<file path="src/design/nqse_pkg.sv">
package nqse_pkg;

    // result and register port geometry
    localparam int PLACE_W     = 48;
    localparam int NIBBLE_ROWS = 12;
    localparam int APB_DATA_W  = 32;
    localparam int APB_ADDR_W  = 3;
    localparam int BSIZE_W     = 4;

    localparam logic [BSIZE_W-1:0] BOARD_SIZE_RESET = 4'd8;

    // word index of board_size (paddr[2])
    localparam logic REG_BOARD_SIZE = 1'b0;

    typedef enum logic [3:0] {
        S_IDLE   = 4'b0001,
        S_PREP   = 4'b0010,
        S_SEARCH = 4'b0100,
        S_EMIT   = 4'b1000
    } nqse_state_t;

    typedef struct packed {
        logic clear;   // drop search state
        logic prep;    // set up the walk for this request
        logic step;    // one placement / backtrack step
        logic emit;    // load the result word
    } nqse_cmd_t;

    typedef struct packed {
        logic search_done;
        logic finish;      // current step ends the walk
    } nqse_status_t;

endpackage

</file>
<file path="src/design/nqse_ctrl.sv">
module nqse_ctrl
    import nqse_pkg::*;
(
    input  logic         clk,
    input  logic         rst_n,
    input  logic         start,
    input  logic         restart,
    input  nqse_status_t status,
    output nqse_cmd_t    cmd,
    output logic         busy
);

    nqse_state_t state_reg;
    nqse_state_t state_next;

    always_ff @(posedge clk or negedge rst_n)
    begin
        if (!rst_n)
        begin
            state_reg <= S_IDLE;
        end
        else
        begin
            state_reg <= state_next;
        end
    end

    always_comb
    begin
        state_next = state_reg;
        cmd        = '0;
        unique case (state_reg)
            S_IDLE:
            begin
                if (start)
                begin
                    cmd.clear  = restart;
                    state_next = S_PREP;
                end
            end
            S_PREP:
            begin
                cmd.prep = 1'b1;
                if (status.search_done)
                begin
                    state_next = S_EMIT;
                end
                else
                begin
                    state_next = S_SEARCH;
                end
            end
            S_SEARCH:
            begin
                cmd.step = 1'b1;
                if (status.finish)
                begin
                    state_next = S_EMIT;
                end
            end
            S_EMIT:
            begin
                cmd.emit   = 1'b1;
                state_next = S_IDLE;
            end
            default:
            begin
                state_next = S_IDLE;
            end
        endcase
    end

    assign busy = (state_reg != S_IDLE);

endmodule

</file>
<file path="src/design/nqse_datapath.sv">
module nqse_datapath
    import nqse_pkg::*;
#(
    parameter int MAX_SIZE = 12
)
(
    input  logic                              clk,
    input  logic                              rst_n,
    input  nqse_cmd_t                         cmd,
    input  logic                              cfg_clear,
    input  logic [$clog2(MAX_SIZE+1)-1:0]     size,
    output nqse_status_t                      status,
    output logic [PLACE_W-1:0]                placement,
    output logic                              found,
    output logic                              exhausted,
    output logic                              done
);

    localparam int CW  = $clog2(MAX_SIZE + 1);
    localparam int RW  = $clog2(MAX_SIZE);
    localparam int DW  = 2 * MAX_SIZE - 1;
    localparam int DIW = $clog2(DW);

    logic [RW-1:0]       row_arr [MAX_SIZE];

    logic [CW-1:0]       col_reg, col_next;
    logic [CW-1:0]       r_reg, r_next;
    logic [MAX_SIZE-1:0] rows_reg, rows_next;
    logic [DW-1:0]       fall_reg, fall_next;
    logic [DW-1:0]       rise_reg, rise_next;
    logic                sdone_reg, sdone_next;

    logic [PLACE_W-1:0]  placement_reg;
    logic                found_reg;
    logic                exhausted_reg;
    logic                done_reg;

    logic                r_lt_n;
    logic [RW-1:0]       r_idx;
    logic [DIW-1:0]      fi, ri;
    logic                free;
    logic                put;
    logic [CW-1:0]       bt_col;
    logic [RW-1:0]       bt_row;
    logic [DIW-1:0]      bt_fi, bt_ri;
    logic [PLACE_W-1:0]  place_build;

    // square test at (col_reg, r_reg)
    assign r_lt_n = (r_reg < size);
    assign r_idx  = r_reg[RW-1:0];
    assign fi     = DIW'(r_idx) + DIW'(MAX_SIZE - 1) - DIW'(col_reg[RW-1:0]);
    assign ri     = DIW'(r_idx) + DIW'(col_reg[RW-1:0]);
    assign free   = !rows_reg[r_idx] && !fall_reg[fi] && !rise_reg[ri];
    assign put    = cmd.step && r_lt_n && free;

    // backtrack target: last column on resume, else the previous column
    assign bt_col = cmd.prep ? (size - CW'(1)) : (col_reg - CW'(1));
    assign bt_row = row_arr[bt_col[RW-1:0]];
    assign bt_fi  = DIW'(bt_row) + DIW'(MAX_SIZE - 1) - DIW'(bt_col[RW-1:0]);
    assign bt_ri  = DIW'(bt_row) + DIW'(bt_col[RW-1:0]);

    assign status.search_done = sdone_reg;
    assign status.finish      = r_lt_n ? (free && (col_reg + CW'(1) == size))
                                       : (col_reg == '0);

    always_comb
    begin
        col_next   = col_reg;
        r_next     = r_reg;
        rows_next  = rows_reg;
        fall_next  = fall_reg;
        rise_next  = rise_reg;
        sdone_next = sdone_reg;
        if (cfg_clear || cmd.clear)
        begin
            col_next   = '0;
            rows_next  = '0;
            fall_next  = '0;
            rise_next  = '0;
            sdone_next = 1'b0;
        end
        else if (cmd.prep)
        begin
            if (!sdone_reg)
            begin
                if (col_reg >= size)
                begin
                    col_next          = bt_col;
                    r_next            = CW'(bt_row) + CW'(1);
                    rows_next[bt_row] = 1'b0;
                    fall_next[bt_fi]  = 1'b0;
                    rise_next[bt_ri]  = 1'b0;
                end
                else
                begin
                    r_next = '0;
                end
            end
        end
        else if (cmd.step)
        begin
            if (r_lt_n)
            begin
                if (free)
                begin
                    rows_next[r_idx] = 1'b1;
                    fall_next[fi]    = 1'b1;
                    rise_next[ri]    = 1'b1;
                    col_next         = col_reg + CW'(1);
                    r_next           = '0;
                end
                else
                begin
                    r_next = r_reg + CW'(1);
                end
            end
            else if (col_reg == '0)
            begin
                sdone_next = 1'b1;
            end
            else
            begin
                col_next          = bt_col;
                r_next            = CW'(bt_row) + CW'(1);
                rows_next[bt_row] = 1'b0;
                fall_next[bt_fi]  = 1'b0;
                rise_next[bt_ri]  = 1'b0;
            end
        end
    end

    // row index of each column -> column nibble of each row
    always_comb
    begin
        place_build = '0;
        for (int c = 0; c < MAX_SIZE; c++)
        begin
            for (int rr = 0; rr < NIBBLE_ROWS; rr++)
            begin
                if ((CW'(c) < size) && (int'(row_arr[c]) == rr))
                begin
                    place_build[rr*4 +: 4] = place_build[rr*4 +: 4] | 4'(c);
                end
            end
        end
    end

    always_ff @(posedge clk or negedge rst_n)
    begin
        if (!rst_n)
        begin
            col_reg   <= '0;
            r_reg     <= '0;
            rows_reg  <= '0;
            fall_reg  <= '0;
            rise_reg  <= '0;
            sdone_reg <= 1'b0;
            done_reg  <= 1'b0;
        end
        else
        begin
            col_reg   <= col_next;
            r_reg     <= r_next;
            rows_reg  <= rows_next;
            fall_reg  <= fall_next;
            rise_reg  <= rise_next;
            sdone_reg <= sdone_next;
            done_reg  <= cmd.emit;
        end
    end

    always_ff @(posedge clk)
    begin
        if (put)
        begin
            row_arr[col_reg[RW-1:0]] <= r_idx;
        end
        if (cmd.emit)
        begin
            placement_reg <= sdone_reg ? '0 : place_build;
            found_reg     <= !sdone_reg;
            exhausted_reg <= sdone_reg;
        end
    end

    assign placement = placement_reg;
    assign found     = found_reg;
    assign exhausted = exhausted_reg;
    assign done      = done_reg;

endmodule

</file>
<file path="src/design/n_queens_solution_enumerator.sv">
// N-queens enumerator: depth-first backtracking, one placement or backtrack step per cycle.
// The time from start to the done strobe depends on S, the search steps to the next
// solution (data dependent, zero once exhausted); busy stays high until done.
// A new request is taken only once the last one is done; the next start is taken in the done cycle.
// Reset (rst_n, async low): board_size 8, search cleared; results are never stalled.
module n_queens_solution_enumerator
    import nqse_pkg::*;
#(
    parameter int MAX_SIZE = 12
)
(
    input  logic                  clk,
    input  logic                  rst_n,
    input  logic                  start,
    output logic                  busy,
    input  logic                  restart,
    output logic [PLACE_W-1:0]    placement,
    output logic                  found,
    output logic                  exhausted,
    output logic                  done,
    input  logic                  psel,
    input  logic                  penable,
    input  logic                  pwrite,
    input  logic [APB_ADDR_W-1:0] paddr,
    input  logic [APB_DATA_W-1:0] pwdata,
    output logic [APB_DATA_W-1:0] prdata,
    output logic                  pready
);

    localparam int CW = $clog2(MAX_SIZE + 1);

    logic [BSIZE_W-1:0] bsize_reg;
    logic               cfg_wr;
    logic [CW-1:0]      size;
    nqse_cmd_t          cmd;
    nqse_status_t       status;

    assign pready = 1'b1;
    assign cfg_wr = psel && penable && pwrite && (paddr[2] == REG_BOARD_SIZE);
    assign prdata = (paddr[2] == REG_BOARD_SIZE)
                  ? APB_DATA_W'(bsize_reg) : '0;

    always_ff @(posedge clk or negedge rst_n)
    begin
        if (!rst_n)
        begin
            bsize_reg <= BOARD_SIZE_RESET;
        end
        else if (cfg_wr)
        begin
            bsize_reg <= pwdata[BSIZE_W-1:0];
        end
    end

    // size 0 runs as 1, oversize saturates
    always_comb
    begin
        if (bsize_reg == '0)
        begin
            size = CW'(1);
        end
        else if ({1'b0, bsize_reg} > 5'(MAX_SIZE))
        begin
            size = CW'(MAX_SIZE);
        end
        else
        begin
            size = CW'(bsize_reg);
        end
    end

    nqse_ctrl u_ctrl (
        .clk     (clk),
        .rst_n   (rst_n),
        .start   (start),
        .restart (restart),
        .status  (status),
        .cmd     (cmd),
        .busy    (busy)
    );

    nqse_datapath #(
        .MAX_SIZE (MAX_SIZE)
    ) u_datapath (
        .clk       (clk),
        .rst_n     (rst_n),
        .cmd       (cmd),
        .cfg_clear (cfg_wr),
        .size      (size),
        .status    (status),
        .placement (placement),
        .found     (found),
        .exhausted (exhausted),
        .done      (done)
    );

endmodule

</file>
<file path="config.mk">
export PLATFORM = sky130hd
export DESIGN_NAME = n_queens_solution_enumerator
export DESIGN_NICKNAME = d
export VERILOG_FILES = /design/src/design/nqse_pkg.sv /design/src/design/nqse_ctrl.sv /design/src/design/nqse_datapath.sv /design/src/design/n_queens_solution_enumerator.sv
export SDC_FILE = /design/constraint.sdc
export NUM_CORES = 1
export LEC_CHECK = 0
export BUFFER_PORTS_ARGS = -buffer_cell sky130_fd_sc_hd__buf_4
export CAP_MARGIN = 20
export CORE_ASPECT_RATIO = 0.9
export CORE_MARGIN = 1
export CORE_UTILIZATION = 54
export DETAILED_ROUTE_END_ITERATION = 12
export PLACE_DENSITY_LB_ADDON = 0.3
export SLEW_MARGIN = 20
export SYNTH_ARGS = -nofsm -noshare
export SYNTH_HDL_FRONTEND = slang
export SYNTH_SLANG_ARGS = --single-unit
</file>
<file path="constraint.sdc">
create_clock -name clk -period 6.2 [get_ports clk]
set_input_delay 1.24 -clock clk [delete_from_list [all_inputs] [get_ports clk]]
set_output_delay 1.24 -clock clk [all_outputs]
set_load 0.05 [all_outputs]
</file>
Yosys cells after proc, flatten, opt, wreduce, memory -nomap -nowiden
Memory sizes are Yosys's and may differ from the RTL's.
Cells that the tools add are included.
- register bits after elaboration: 126
- RAM bits: 48
- input port bits: 42
- memories: 1
- memory list (memory ; words ; bits a word ; rd ports ; clocked after memory_dff ; write ports ; RTL line ; source):
    u_datapath.row_arr ; 12 ; 4 ; 12 ; 0 ; 1 ; nqse_datapath.sv:24 ; logic [RW-1:0] row_arr [MAX_SIZE];
- add/subtract/negate cells: 11
- order comparisons: 26
- equality and inequality tests: 137
- mux-type cells: 210
- bitwise operators: 11
- reduce and logical (&&, ||, !) cells: 172
- operators by type and width (operator ; number):
    2-to-1 mux 23 bit ; 16
    equality test 4 bit (second input constant) ; 89
    2-to-1 mux 4 bit ; 70
    logical AND 1 bit ; 146
    2-to-1 mux 3 bit ; 48
    2-to-1 mux 12 bit ; 8
    equality test 4 x 3 -> 1 bit (second input constant) ; 23
    zero test 4 bit ; 13
    equality test 4 x 2 -> 1 bit (second input constant) ; 12
    2-to-1 mux 2 bit ; 24
    bitwise AND 23 bit ; 2
    NOT 23 bit ; 2
    bitwise OR 23 bit ; 2
    2-to-1 mux 1 bit ; 34
    less-than comparator 5 x 6 -> 1 bit (second input constant) ; 4
    demux 1 bit (select 5 bit) ; 4
    >= comparator 5 x 1 -> 1 bit (second input constant) ; 4
    less-than comparator 3 x 4 -> 1 bit (first input constant) ; 4
    less-than comparator 4 bit (first input constant) ; 4
    adder 4 x 1 -> 4 bit (second input constant) ; 3
    bitwise AND 12 bit ; 1
    NOT 12 bit ; 1
    bitwise OR 12 bit ; 1
    case mux 4 bit (3 select lines) ; 1
    other kinds (30) ; 51

Depth between registers and ports, before layout
An unclocked memory read counts as a cell.
- word-level depth: 19
- depth in mapped cells: 24
- depth with buffers taken out: 21

Cells and area by module
Synthesis repeated with hierarchy kept, for this count alone.
- cells, all modules: 1164
- area, all modules: 11770.0 um^2
- by module, submodules not included (module ; instances ; cells an instance ; area an instance (um^2) ; seq. area each (um^2)):
    nqse_datapath ; 1 ; 1088 ; 11040.6 ; 5124.9
    n_queens_solution_enumerator ; 1 ; 51 ; 464.2 ; 101.3
    nqse_ctrl ; 1 ; 25 ; 265.3 ; 101.3

Worst setup path before layout
Ideal clock, no wire load.
- kind: register to register
- start: reg u_ctrl.state_reg[1]
- end: reg u_datapath.done_reg, in the netlist u_datapath.done
- setup time: 0.655 ns
- data arrival time: 5.698 ns
- required time: 5.545 ns
- path slack: -0.153 ns
- cell stages (with the launch flop): 2
- path buffers: 0
- path through: dfrtp_1 > nor4b_1
- RTL lines (element ; RTL line ; source):
    from (decl) ; nqse_ctrl.sv:13 ; nqse_state_t state_reg;
    from (signal assigned) ; nqse_ctrl.sv:24 ; state_reg <= state_next;
    to (signal assigned) ; nqse_datapath.sv:168 ; done_reg <= cmd.emit;
    to (decl) ; nqse_datapath.sv:36 ; logic done_reg;

Worst setup path in the final report
- start: reg bsize_reg[3]
- end: reg u_datapath.fall_reg[7]
- word-level cells in the longest chain between the ends: 19
- elaborated cells between the ends (all ways): 29
- those cells by class: add/sub: 3; order compare: 5; eq/ne: 3; mux: 12; bitwise: 2; reduce/logical: 3; memory: 1
- RTL lines (element ; RTL line ; source):
    from (decl) ; n_queens_solution_enumerator.sv:32 ; logic [BSIZE_W-1:0] bsize_reg;
    from (signal assigned) ; n_queens_solution_enumerator.sv:51 ; bsize_reg <= pwdata[BSIZE_W-1:0];
    > comparator 4 bit ; n_queens_solution_enumerator.sv:62 ; else if ({1'b0, bsize_reg} > 5'(MAX_SIZE))
    2-to-1 mux 4 bit ; n_queens_solution_enumerator.sv:62 ;
    2-to-1 mux 4 bit * ; n_queens_solution_enumerator.sv:58 ; if (bsize_reg == '0)
    subtractor 4 x 1 -> 4 bit ; nqse_datapath.sv:57 ; assign bt_col = cmd.prep ? (size - CW'(1)) : (col_reg - CW'(1));
    2-to-1 mux 4 bit ; nqse_datapath.sv:57 ;
    memory read (12 x 4 bit) ; n/a ;
    adder 4 x 4 -> 5 bit ; nqse_datapath.sv:59 ; assign bt_fi = DIW'(bt_row) + DIW'(MAX_SIZE - 1) - DIW'(bt_col[RW-1:0]);
    subtractor 5 x 4 -> 5 bit ; nqse_datapath.sv:59 ;
    [... 3 more ...] ; n/a ;
    demux 1 bit (select 5 bit) ; n/a ;
    NOT 23 bit (no line) ; n/a ;
    bitwise AND 23 bit (no line) ; n/a ;
    2-to-1 mux 23 bit ; nqse_datapath.sv:117 ; else if (col_reg == '0)
    2-to-1 mux 23 bit ; nqse_datapath.sv:102 ; if (r_lt_n)
    2-to-1 mux 23 bit ; nqse_datapath.sv:100 ; else if (cmd.step)
    2-to-1 mux 23 bit ; nqse_datapath.sv:82 ; else if (cmd.prep)
    2-to-1 mux 23 bit ; nqse_datapath.sv:74 ; if (cfg_clear || cmd.clear)
    to (signal assigned) ; nqse_datapath.sv:165 ; fall_reg <= fall_next;
    to (decl) ; nqse_datapath.sv:29 ; logic [DW-1:0] fall_reg, fall_next;
Every way passes the cells marked *; elsewhere a longest branch is shown, timed or not. The select of a mux whose other input is x is not followed.
A chain may end at the register's enable or synchronous reset.

==> results.md <==
* Fin. Hold Viols at 0
* Worst Min Path Start: u_datapath.rows_reg[1]
* Fraction of layout cells with a size suffix above 1 at about 12%
* Vias in the first global route at 9529
* Postcts setup bufs at 0
* Post-Syn Area at between 10000 and 15000 um2
* HP Class: flip-flop to flip-flop
* EDFF count, synth at between 100 and 150
* # IOs at 127
* Worst-Margin Slew at 1.14 ns
* Status: finished clean
* Initial antenna violation count at 0
* R2R Path Start: bsize_reg[3]
* Critical path class: flip-flop to flip-flop
* Most frequent cells in the layout: nand2_1 (128), a21oi_1 (116), edfxtp_1 (114)
* Starting Density at 55.0%
* I/O Buffers at 67
* Nets at ~1400
* Rel. slew slack at 23.3%
* Root Buffer: clkbuf_16
* CP Capture Type: flip-flop
* Max cap viols at 0
* Final GP Congestion at between 0.9 and 1
* Unrepaired setup endpoints after global routing: no
* Largest net degree at the start of global routing at between 70 and 80
* Gate Count Post-Synth at roughly 1300
* Yosys Warn Count at 0
* FF-to-FF End: u_datapath.fall_reg[7]
* Chip width at roughly 160 um
* Clock latency on the worst-skew pair at ~0.45 ns
* All-Layer GR Usage at 32.0%
* Worst Hold End: u_datapath.rows_reg[1]
* # rows at 51
* Antenna cells at 0
* Clock Path Buffers at 2
* Setup TNS at 0 ns
* Required @ worst endpoint at about 6.5 ns
* Min Tclk post-route at between 5 and 6 ns
* Inserted Clock Buffers at 17
* Post-route ant nets at 0
* Final setup viols at 0
* Post-CTS sizing at 0
* Synthesized flop and latch total at 190
* Cts hold-fix bufs at 0
* CORE AREA at ~22000 um2
* Clock-pin slew on the worst setup and hold paths at 0.08 ns
* Die footprint at 22600 um2
* Worst Reg-to-Reg Cells at 19
* Area grow syn2layout at 11.4%
* Unique masters post-synth at roughly 80
* First-pass GRT wire length at around 54000 um
* Mean Syn Cell Area at about 9.4 um2
* CTS tree: yes
* Largest register FFs at 64
* Hold Path Stages at 1
* Gr ovfl total at 0
* CP arrival at 5.92 ns
* Drt drc at 0
* WL/cell at between 20 and 25 um
* Filler cells at 1814
* Clk_skew at around 0.016 ns
* Most common cell after layout, fill and taps aside: nand2_1
* DRT Wirelength at 35200 um
* Sequential area share after synthesis at 44.9%
* CTS Sinks at 190
* Drt first pass iters at 5
* DRT iter0 DRCs at 1278
* Slew Limit Fails at 0
* FF-to-FF setup slack at about 0.6 ns
* CP startpoint kind: flip-flop
* Period utilization at 90.1%
* Top_reg_cell synth: edfxtp_1
* DR vias at approximately 11000
* Ys async rst share at about two fifths
* Vias per cell at between 6 and 7
* H-Tree Depth at 4
* Post-detail-place hpwl at 25900 um
* CP Max Fanout at 28
* Die H at ~140 um
* Fmax at around 180 MHz
==> Yosys cell counts (14+ instances only) <==
cell type	count	area share, %
nand2b_1	14	0.74
a22oi_1	19	1.2
clkbuf_1	41	1.3
buf_4	30	1.9
edfxtp_1	114	29
o22ai_1	30	1.6
inv_1	58	1.8
nor3b_1	15	0.95
o21a_1	16	1.0
a31oi_1	50	2.6
dfrtp_1	74	16
a21oi_1	116	4.9
nand3_1	64	2.7
nand2_1	128	4.1
mux4_2	14	2.7
o21ai_0	34	1.4
nor3_1	57	2.4
ha_1	44	4.6
nor2b_1	25	1.3
nor2_1	107	3.4
==> layer usage <==
metal | GRT usage [%] | up-vias | part of all wire [%]
li1 | - | 4745 | -
met1 | 48.4 | 5028 | 45
met2 | 44.2 | 665 | 41
met3 | 7.95 | 68 | 12
met4 | 10.3 | 0 | 2.1
met5 | 0 | - | 0
==> worst max path at each step <==
stage	from	endpoint	depth (start not counted)
final	bsize_reg[3]	u_datapath.fall_reg[7]	19
after global routing	bsize_reg[3]	u_datapath.fall_reg[16]	19
after CTS	bsize_reg[3]	u_datapath.fall_reg[7]	19
after detailed placement	bsize_reg[3]	u_datapath.fall_reg[7]	21
after global placement	bsize_reg[3]	u_datapath.fall_reg[16]	19
after floorplan	bsize_reg[3]	u_datapath.fall_reg[4]	24
==> critical path, stage by stage, from the launching register on <==
cell,delay (ns)
dfstp_2,0.43
o21ba_2,0.24
o21ai_0,0.49
ha_1,0.33
mux2_1,0.35
inv_2,0.42
nand2_1,0.09
a21boi_0,0.23
o32ai_1,0.14
or2_2,0.33
inv_1,0.16
ha_1,0.33
maj3_1,0.39
a21oi_1,0.20
xor2_1,0.41
o211ai_1,0.21
nor2_1,0.30
a31oi_1,0.16
o22ai_1,0.22
a21oi_1,0.06
==> metrics by stage <==
stage / hold WS, ns / instances / setup slack (ns) / util [%] / instance area (um2)
floorplan: 0.423 / 1287 / 1.30 / - / 12000
global placement: 0.479 / 1586 / 0.892 / 58.4 / 12600
detailed placement: 0.493 / 1586 / 0.764 / 58.4 / 12600
CTS: 0.509 / 1618 / 0.720 / 61.3 / 13200
global route: 0.522 / 1618 / 0.209 / 61.3 / 13200
finish: 0.510 / 1618 / 0.612 / 61.3 / 13200
==> area by class of cell <==
type | instances | area, um2 | area share (%)
clock buffer | 23 | 522 | 3.95
multi-input combinational | 954 | 6000 | 45.4
timing repair buffer | 92 | 691 | 5.23
sequential | 190 | 5330 | 40.3
inverter | 59 | 221 | 1.68
tap | 291 | 364 | 2.75
clock inverter | 9 | 90.1 | 0.682
==> logic make-up after synthesis <==
| kind of cell | share of synthesized area [%] |
|---|---|
| compound gates | 19.3 |
| xor+xnor | 1.33 |
| fa+ha+maj | 5.23 |
| buf+inv | 5.68 |
| flops | 44.9 |
| mux | 4.34 |
| other cells | 0.0633 |
| simple gates | 19.2 |
Power is left out: the tool's default activity adds up to more than one toggle a clock period on the data nets, which glitch-free logic cannot reach.
